$ cat src/sv/twsm_pkg.sv
`default_nettype none

package twsm_pkg;

    // sequencer phases
    typedef enum logic [3:0] {
        PH_IDLE   = 4'd0,
        PH_START  = 4'd1,
        PH_WRITE  = 4'd2,
        PH_ACK    = 4'd3,
        PH_READY  = 4'd4,
        PH_CONV   = 4'd5,
        PH_READ   = 4'd6,
        PH_RACK   = 4'd7,
        PH_BUSRST = 4'd8
    } t_phase;

    // action codes of an input item
    localparam logic [1:0] ACT_START  = 2'd1;
    localparam logic [1:0] ACT_BUSRST = 2'd2;

    // sensor command bytes
    localparam logic [7:0] CMD_TEMP = 8'd3;
    localparam logic [7:0] CMD_HUM  = 8'd5;

    // start pattern, bit i is the level at step i
    localparam logic [7:0] START_CLK = 8'b0011_0110;
    localparam logic [7:0] START_DAT = 8'b0110_0011;

    // last start step, last bit of a byte, last byte, bus reset pulses
    localparam logic [2:0] START_LAST  = 3'd7;
    localparam logic [3:0] BIT_LAST    = 4'd7;
    localparam logic [1:0] BYTE_LAST   = 2'd2;
    localparam logic [3:0] RST_PULSES  = 4'd9;
    localparam logic [1:0] ERR_MAX     = 2'd2;

    // configuration register indexes
    localparam logic CFG_READY_TIMEOUT   = 1'b0;
    localparam logic CFG_CONVERSION_WAIT = 1'b1;

    // defaults after reset
    localparam logic [15:0] READY_TIMEOUT_RST   = 16'd65535;
    localparam logic [15:0] CONVERSION_WAIT_RST = 16'd500;

    // one result item
    typedef struct packed {
        logic [1:0]  error_count;
        logic [7:0]  checksum_byte;
        logic [15:0] result_value;
        logic        done_res;
        logic        busy_res;
        logic        data_enable;
        logic        data_out;
        logic        clock_out;
    } t_result;

endpackage

`default_nettype wire

$ cat src/sv/twsm_core.sv
`default_nettype none

module twsm_core (
    input  wire logic             i_clk,
    input  wire logic             i_rst_n,
    input  wire logic             i_step,
    input  wire logic [1:0]       i_action,
    input  wire logic             i_mode,
    input  wire logic             i_data_in,
    input  wire logic [15:0]      i_ready_timeout,
    input  wire logic [15:0]      i_conversion_wait,
    output twsm_pkg::t_result     o_result
);
    import twsm_pkg::*;

    t_phase      r_phase,  n_phase;
    logic [2:0]  r_step,   n_step;
    logic [3:0]  r_bit,    n_bit;
    logic [1:0]  r_byte,   n_byte;
    logic [7:0]  r_shift,  n_shift;
    logic [7:0]  r_cmd,    n_cmd;
    logic [15:0] r_wait,   n_wait;
    logic [15:0] r_value,  n_value;
    logic [7:0]  r_check,  n_check;
    logic [1:0]  r_error,  n_error;
    logic        r_clk,    n_clk;
    logic        r_dat,    n_dat;
    logic        r_en,     n_en;
    logic        n_done;
    logic [16:0] wait_inc;
    logic [3:0]  bit_inc;

    assign wait_inc = {1'b0, r_wait} + 17'd1;

    // next state for one bus tick
    always_comb begin
        n_phase = r_phase;
        n_step  = r_step;
        n_bit   = r_bit;
        n_byte  = r_byte;
        n_shift = r_shift;
        n_cmd   = r_cmd;
        n_wait  = r_wait;
        n_value = r_value;
        n_check = r_check;
        n_error = r_error;
        n_clk   = r_clk;
        n_dat   = r_dat;
        n_en    = r_en;
        n_done  = 1'b0;
        bit_inc = r_bit + 4'd1;

        // requests are taken only when idle
        if (r_phase == PH_IDLE && i_action == ACT_START) begin
            n_phase = PH_START;
            n_step  = '0;
            n_bit   = '0;
            n_byte  = '0;
            n_cmd   = i_mode ? CMD_HUM : CMD_TEMP;
            n_error = '0;
            n_wait  = '0;
        end else if (r_phase == PH_IDLE && i_action == ACT_BUSRST) begin
            n_phase = PH_BUSRST;
            n_step  = '0;
            n_bit   = '0;
        end
        bit_inc = n_bit + 4'd1;

        case (n_phase)
            PH_START: begin
                n_clk = START_CLK[n_step];
                n_dat = START_DAT[n_step];
                n_en  = 1'b1;
                if (n_step == START_LAST) begin
                    n_phase = PH_WRITE;
                    n_step  = '0;
                    n_bit   = '0;
                end else begin
                    n_step = n_step + 3'd1;
                end
            end
            PH_WRITE: begin
                n_en = 1'b1;
                if (n_step == 3'd0) begin
                    n_clk  = 1'b1;
                    n_dat  = n_cmd[3'd7 - n_bit[2:0]];
                    n_step = 3'd1;
                end else begin
                    n_clk  = 1'b0;
                    n_step = 3'd0;
                    if (n_bit >= BIT_LAST) n_phase = PH_ACK;
                    else                   n_bit   = bit_inc;
                end
            end
            PH_ACK: begin
                n_dat = 1'b1;
                n_en  = 1'b0;
                if (n_step == 3'd0) begin
                    n_clk  = 1'b1;
                    if (i_data_in && n_error < ERR_MAX) n_error = n_error + 2'd1;
                    n_step = 3'd1;
                end else begin
                    n_clk   = 1'b0;
                    n_step  = 3'd0;
                    n_phase = PH_READY;
                    n_wait  = '0;
                end
            end
            PH_READY: begin
                n_clk = 1'b0;
                n_dat = 1'b1;
                n_en  = 1'b0;
                if (!i_data_in) begin
                    n_phase = PH_CONV;
                    n_wait  = '0;
                end else if (wait_inc >= {1'b0, i_ready_timeout}) begin
                    if (n_error < ERR_MAX) n_error = n_error + 2'd1;
                    n_phase = PH_CONV;
                    n_wait  = '0;
                end else begin
                    n_wait = wait_inc[15:0];
                end
            end
            PH_CONV: begin
                n_clk = 1'b0;
                n_dat = 1'b1;
                n_en  = 1'b0;
                if (r_wait >= i_conversion_wait) begin
                    n_phase = PH_READ;
                    n_step  = '0;
                    n_bit   = '0;
                    n_byte  = '0;
                    n_shift = '0;
                end else begin
                    n_wait = wait_inc[15:0];
                end
            end
            PH_READ: begin
                n_dat = 1'b1;
                n_en  = 1'b0;
                if (n_step == 3'd0) begin
                    n_clk   = 1'b1;
                    n_shift = {n_shift[6:0], i_data_in};
                    n_step  = 3'd1;
                end else begin
                    n_clk  = 1'b0;
                    n_step = 3'd0;
                    if (n_bit >= BIT_LAST) n_phase = PH_RACK;
                    else                   n_bit   = bit_inc;
                end
            end
            PH_RACK: begin
                n_en = 1'b1;
                if (n_step == 3'd0) begin
                    // acknowledge low for the first two bytes
                    n_clk  = 1'b1;
                    n_dat  = (n_byte < BYTE_LAST) ? 1'b0 : 1'b1;
                    n_step = 3'd1;
                end else begin
                    n_clk  = 1'b0;
                    n_dat  = 1'b1;
                    n_step = 3'd0;
                    if (n_byte == 2'd0)      n_value = {n_shift, 8'h00};
                    else if (n_byte == 2'd1) n_value = {n_value[15:8], n_shift};
                    else                     n_check = n_shift;
                    if (n_byte >= BYTE_LAST) begin
                        n_phase = PH_IDLE;
                        n_done  = 1'b1;
                        n_byte  = '0;
                    end else begin
                        n_byte  = n_byte + 2'd1;
                        n_phase = PH_READ;
                        n_bit   = '0;
                        n_shift = '0;
                    end
                end
            end
            PH_BUSRST: begin
                n_dat = 1'b1;
                n_en  = 1'b1;
                if (n_step == 3'd0) begin
                    n_clk  = 1'b0;
                    n_step = 3'd1;
                end else if (n_step == 3'd1) begin
                    n_clk  = 1'b1;
                    n_step = 3'd2;
                end else begin
                    n_clk = 1'b0;
                    if (bit_inc >= RST_PULSES) begin
                        n_phase = PH_IDLE;
                        n_step  = '0;
                        n_bit   = '0;
                    end else begin
                        n_bit  = bit_inc;
                        n_step = 3'd1;
                    end
                end
            end
            default: begin
                n_phase = PH_IDLE;
            end
        endcase
    end

    // state registers, advanced once per accepted item
    always_ff @(posedge i_clk) begin
        if (!i_rst_n) begin
            r_phase <= PH_IDLE;
            r_step  <= '0;
            r_bit   <= '0;
            r_byte  <= '0;
            r_shift <= '0;
            r_cmd   <= '0;
            r_wait  <= '0;
            r_value <= '0;
            r_check <= '0;
            r_error <= '0;
            r_clk   <= 1'b0;
            r_dat   <= 1'b1;
            r_en    <= 1'b1;
        end else if (i_step) begin
            r_phase <= n_phase;
            r_step  <= n_step;
            r_bit   <= n_bit;
            r_byte  <= n_byte;
            r_shift <= n_shift;
            r_cmd   <= n_cmd;
            r_wait  <= n_wait;
            r_value <= n_value;
            r_check <= n_check;
            r_error <= n_error;
            r_clk   <= n_clk;
            r_dat   <= n_dat;
            r_en    <= n_en;
        end
    end

    // result of this item, taken from the updated state
    always_comb begin
        o_result.clock_out     = n_clk;
        o_result.data_out      = n_dat;
        o_result.data_enable   = n_en;
        o_result.busy_res      = (n_phase != PH_IDLE);
        o_result.done_res      = n_done;
        o_result.result_value  = n_value;
        o_result.checksum_byte = n_check;
        o_result.error_count   = n_error;
    end

    // error count saturates at two
    a_error_max: assert property (@(posedge i_clk) disable iff (!i_rst_n)
        r_error != 2'd3)
        else $error("error count above two");

    // a released data line always reads back as high
    a_release_high: assert property (@(posedge i_clk) disable iff (!i_rst_n)
        !r_en |-> r_dat)
        else $error("data driven low while released");

    // a completed measurement leaves the sequencer idle
    a_done_idle: assert property (@(posedge i_clk) disable iff (!i_rst_n)
        (i_step && n_done) |=> (r_phase == PH_IDLE))
        else $error("done without return to idle");

    // byte counter never passes the checksum byte
    a_byte_range: assert property (@(posedge i_clk) disable iff (!i_rst_n)
        r_byte != 2'd3)
        else $error("byte counter out of range");

    // bus reset pulse count stays below nine
    a_bit_range: assert property (@(posedge i_clk) disable iff (!i_rst_n)
        r_bit < RST_PULSES)
        else $error("bit counter out of range");

endmodule

`default_nettype wire

$ cat src/sv/two_wire_sensor_measurement_master.sv
// The result item of an accepted input item is registered and valid in the cycle after it is taken.
// One item per cycle while the result side takes every result; the sequencer advances once per item and
// the output register is refilled in the same cycle it is emptied.
// Reset (i_rst_n low, synchronous): sequencer idle, clock low, data high and
// driven, counters, value and checksum cleared, output valid low, timeout 65535, wait 500.
`default_nettype none

module two_wire_sensor_measurement_master (
    input  wire logic        i_clk,
    input  wire logic        i_rst_n,
    // input item
    input  wire logic        i_s_axis_tvalid,
    output logic             o_s_axis_tready,
    input  wire logic [7:0]  i_s_axis_tdata,   // action[1:0], mode[2], data_in[3], zeros
    // result item
    output logic             o_m_axis_tvalid,
    input  wire logic        i_m_axis_tready,
    output logic [31:0]      o_m_axis_tdata,   // clock_out[0], data_out[1], data_enable[2],
                                               // busy_res[3], done_res[4],
                                               // result_value[20:5], checksum_byte[28:21],
                                               // error_count[30:29], zero[31]
    // configuration writes
    input  wire logic        i_cfg_we,
    input  wire logic        i_cfg_idx,
    input  wire logic [15:0] i_cfg_wdata
);
    import twsm_pkg::*;

    logic        r_ready_timeout;
    logic [15:0] r_timeout;
    logic [15:0] r_conv_wait;
    logic        r_m_valid;
    t_result     r_m_data;
    t_result     core_result;
    logic        in_take;

    assign o_s_axis_tready = !r_m_valid || i_m_axis_tready;
    assign in_take         = i_s_axis_tvalid && o_s_axis_tready;

    // configuration registers
    always_ff @(posedge i_clk) begin
        if (!i_rst_n) begin
            r_timeout       <= READY_TIMEOUT_RST;
            r_conv_wait     <= CONVERSION_WAIT_RST;
            r_ready_timeout <= 1'b0;
        end else if (i_cfg_we) begin
            r_ready_timeout <= (i_cfg_idx == CFG_READY_TIMEOUT);
            if (i_cfg_idx == CFG_READY_TIMEOUT)   r_timeout   <= i_cfg_wdata;
            if (i_cfg_idx == CFG_CONVERSION_WAIT) r_conv_wait <= i_cfg_wdata;
        end
    end

    // bus sequencer
    twsm_core u_core (
        .i_clk             (i_clk),
        .i_rst_n           (i_rst_n),
        .i_step            (in_take),
        .i_action          (i_s_axis_tdata[1:0]),
        .i_mode            (i_s_axis_tdata[2]),
        .i_data_in         (i_s_axis_tdata[3]),
        .i_ready_timeout   (r_timeout),
        .i_conversion_wait (r_conv_wait),
        .o_result          (core_result)
    );

    // output register
    always_ff @(posedge i_clk) begin
        if (!i_rst_n) begin
            r_m_valid <= 1'b0;
        end else if (in_take) begin
            r_m_valid <= 1'b1;
        end else if (i_m_axis_tready) begin
            r_m_valid <= 1'b0;
        end
    end

    always_ff @(posedge i_clk) begin
        if (in_take) begin
            r_m_data <= core_result;
        end
    end

    assign o_m_axis_tvalid = r_m_valid;
    assign o_m_axis_tdata  = {1'b0, r_m_data};

    // a held result is not overwritten
    a_no_overwrite: assert property (@(posedge i_clk) disable iff (!i_rst_n)
        (r_m_valid && !i_m_axis_tready) |-> !o_s_axis_tready)
        else $error("input taken while result stalled");

    // every accepted item leaves a result behind
    a_take_valid: assert property (@(posedge i_clk) disable iff (!i_rst_n)
        in_take |=> r_m_valid)
        else $error("accepted item produced no result");

    // last write flag follows the index
    a_cfg_track: assert property (@(posedge i_clk) disable iff (!i_rst_n)
        (i_cfg_we && i_cfg_idx == CFG_READY_TIMEOUT) |=> r_ready_timeout)
        else $error("timeout write not tracked");

endmodule

`default_nettype wire
$ cat config.mk
export PLATFORM = sky130hd
export DESIGN_NAME = two_wire_sensor_measurement_master
export DESIGN_NICKNAME = d
export VERILOG_FILES = /design/src/sv/twsm_pkg.sv /design/src/sv/twsm_core.sv /design/src/sv/two_wire_sensor_measurement_master.sv
export SDC_FILE = /design/constraint.sdc
export NUM_CORES = 1
export LEC_CHECK = 0
export BUFFER_PORTS_ARGS = -buffer_cell sky130_fd_sc_hd__buf_2
export CAP_MARGIN = 15
export CORE_ASPECT_RATIO = 1.2
export CORE_MARGIN = 4
export CORE_UTILIZATION = 51
export CTS_CLUSTER_DIAMETER = 100
export DETAILED_ROUTE_END_ITERATION = 10
export PLACE_DENSITY_LB_ADDON = 0.08
export SYNTH_ARGS = -nofsm -noshare
export SYNTH_HDL_FRONTEND = slang
export SYNTH_SLANG_ARGS = --single-unit
$ cat constraint.sdc
create_clock -name i_clk -period 4.3 [get_ports i_clk]
set_clock_uncertainty 0.05 [all_clocks]
set_input_delay 0 -clock i_clk [delete_from_list [all_inputs] [get_ports i_clk]]
set_output_delay 0 -clock i_clk [all_outputs]
set_load 0.02 [all_outputs]
==> qor.csv <==
stage,metric,value,unit
power_and_ir_drop,p_sw_share,26.4,%
power_and_ir_drop,seqPwrFrac,44.7,%
detailed_routing,drc_errors,0,
grt,grt_start_max_net_pins,78,
setup_path,end_kind,flip-flop,
final_layout,fin_nets,953,
grt,grt_pass1_wl,29200,um
detailed_routing,wirelength,17800,um
final_layout,final_layout_size_suffix_gt1_share,14.8,%
detailed_routing,ant_nets,0,
cts,cts-root-buf,clkbuf_16,
final_layout,num_antenna_cells,0,
detailed_routing,firstDrtPassIters,5,
sta,finalCritPeriodShare,92.2,%
placement,port_buffers,58,
logic_synthesis,synth_seq_area_share,42.3,%
outcome,status,"finished, violations left",
power_and_ir_drop,leakage,0.00358,uW
power_and_ir_drop,clockPowerShare,43.8,%
sta,slew_violations,0,
placement,post-place-ws,0.334,ns
setup_path,critPathRequiredTime,4.56,ns
logic_synthesis,post-synth-top-count-cell,nand2_1,
logic_synthesis,avgSynthCellArea,8.86,um2
grt,groute.usage.overall,22.5,%
cts,clk_latency,0.43,ns
final_layout,layoutNonFillerInstCount,1067,
cts,post-cts-setup-buffers,0,
sta,rsz0062_at_grt,false,
logic_synthesis,yosys.area.top_type,dfxtp_1,
sta,final.setup.worst_slack,0.335,ns
worst_hold_path,hold_class,input pin to flip-flop,
floorplan,die_area,16200,um2
setup_path,critPathLaunchType,flip-flop,
logic_synthesis,yosys_warnings,0,
placement,dpl.hpwl,12600,um
sta,slew_headroom,44.9,%
sta,finalSetupViolCount,0,
setup_path,crit_fanout,10,
sta,report.final.hold_viol_count,6,
logic_synthesis,ys.flop_type,dfxtp_1,
floorplan,die_w,117,um
cts,cts_made_buffers,17,
logic_synthesis,synth.ff_latch_count,138,
grt,antenna_found_initial,0,
floorplan,fp-row-count,47,
cts,clk_pin_slew,0.06,ns
logic_synthesis,synth_edf_count,31,
logic_synthesis,netlist_area,7270,um2
detailed_routing,wire_per_inst,16.7,um
sta,worst_slew_pin_slew,0.818,ns
power_and_ir_drop,p_int,2300,uW
logic_synthesis,syn_inst,821,
sta,hold-worst-slack,-0.0273,ns
floorplan,ios,64,
logic_synthesis,synthArstFlopShare,0,%
outcome,violations,hold timing,
setup_path,cp.arrival,4.22,ns
cts,cts_resized,0,
logic_synthesis,synth_common_cells,"nand2_1, dfxtp_1, inv_1",
sta,fmax,252,MHz
logic_synthesis,synth_cell_type_count,77,
job,drv_cap,0,
logic_synthesis,synthTopCellsByArea,"dfxtp_1, edfxtp_1, nand2_1",
sta,tns,0,ns
power_and_ir_drop,power.density,372,nW/um2
cts,postCtsHoldBufs,21,
cts,cts.path.max_buffers,2,
final_layout,area_growth,15.9,%
grt,grt_pass1_vias,5833,
cts,htreeDepth,4,
floorplan,start_util,52.4,%
placement,gp_congestion,0.848,
grt,grt_overflow_total,0,
cts,clock-sinks,138,
power_and_ir_drop,p_total,3130,uW
floorplan,core,13900,um2
detailed_routing,viasPerCell,5.74,
logic_synthesis,synth_fp_nets,891,
sta,layout_min_cycle_time,3.97,ns
power_and_ir_drop,irDropWorstVdd,283,uV
detailed_routing,vias,6120,
placement,dp_cells,1012,
detailed_routing,drtIter0Drc,432,
setup_path,worst-setup-path-type,flip-flop to flip-flop,
logic_synthesis,synth.top_cell.area_share,29.5,%
floorplan,die_y,139,um
power_and_ir_drop,switching_power,828,uW
cts,tritoncts,done,
power_and_ir_drop,p_comb_share,11.5,%
## path summary, 6_finish.rpt
kind,startpoint,endpoint,slack [ns],cells past startpoint
worst max-delay path,u_core.r_wait[0]$_SDFFE_PN0P_,u_core.r_wait[0]$_SDFFE_PN0P_,0.33,14
worst min register to register,u_core.r_value[14]$_SDFFE_PN0P_,u_core.r_value[14]$_SDFFE_PN0P_,0.40,2
worst max register to register,u_core.r_wait[0]$_SDFFE_PN0P_,u_core.r_wait[0]$_SDFFE_PN0P_,0.33,14
worst min-delay path,i_cfg_idx,r_timeout[3]$_SDFFE_PN1P_,-0.03,3
## sequential cells by signal, indices dropped and copies added (netlist names), 3 cells and up
name,flops
r_timeout,16
u_core.r_shift,8
u_core.r_bit,4
u_core.r_value,16
r_conv_wait,16
u_core.r_check,8
o_m_axis_tdata,31
u_core.r_wait,16
u_core.r_cmd,8
u_core.r_phase,4
u_core.r_step,3
## power by group through the flow
stage	registers, uW	logic (uW)	clock network, uW
after global placement	1430	332	0
after global routing	1400	402	1460
after floorplan	1440	220	0
after detailed placement	1430	341	0
final	1400	361	1370
after CTS	1400	359	1400
## metrics by stage
step	util (%)	area (um2)	hold WS (ns)
detailed placement	55.0	7640	0.183
global route	60.7	8430	0.0104
finish	60.7	8430	-0.0273
global placement	55.0	7640	0.166
floorplan	-	7270	0.0402
CTS	60.5	8400	0.0796
## cells in the final DEF, fill, tap and decap left out, types with 8 or more instances in the layout
cell type | synthesis | routed
and3_1 | 10 | 10
a22o_1 | 15 | 15
nor2b_1 | 10 | 9
xnor2_1 | 11 | 11
a21boi_1 | 8 | 8
nand2_1 | 160 | 160
a21boi_0 | 30 | 30
and2_1 | 10 | 10
o21ai_0 | 27 | 27
nand3_1 | 24 | 24
dlygate4sd3_1 | 0 | 21
inv_1 | 48 | 48
edfxtp_1 | 31 | 31
dfxtp_1 | 107 | 107
mux2_2 | 19 | 19
buf_2 | 3 | 58
ha_1 | 40 | 40
o211ai_1 | 33 | 33
nor2_1 | 35 | 35
mux2i_1 | 11 | 11
nor3_1 | 10 | 10
clkbuf_16 | 0 | 17
a21oi_1 | 34 | 34
## kinds of logic (layout without fill, tap and decap cells)
group                      count (synthesis)  in the layout  share of synthesized area (%)
DFF                                      138            138                           42.3
and+or+nand+nor                          292            292                           18.3
AOI/OAI and AO/OA                        209            209                           20.5
other                                      1              1                         0.0516
buffers and inverters                     93            168                           5.26
adders and majority gates                 40             40                           6.88
muxes                                     31             31                           4.77
xor gates and xnor gates                  17             17                           2.05
## per-layer routing
| metal | wire length [um] | global-route usage, % |
|---|---|---|
| met5 | 0 | 0 |
| met3 | 869 | 4.93 |
| met4 | 490 | 8.51 |
| met1 | 7540 | 28.6 |
| met2 | 8880 | 36.9 |
## worst max-delay path: stages (launching register included)
cell and delay (ns):
dfxtp_1 0.41, ha_1 0.26, nand3_1 0.21, or3_1 0.49, inv_1 0.09, nand2_1 0.07
xnor2_1 0.16, ha_1 0.35, nand2_1 0.07, nor2_1 0.15, a2111oi_0 0.10, a221oi_1 0.65
o31ai_2 0.17, and2_1 0.32, mux2_2 0.32
## final cells by class
class / instances / area (um2)
clock buffer: 18 / 429
clock inverter: 14 / 123
fill: 1240 / 5450
inverter: 49 / 184
multi-input combinational: 590 / 3820
sequential: 138 / 3070
tap: 171 / 214
timing repair buffer: 87 / 584
Power figures use the tool's default switching activity.
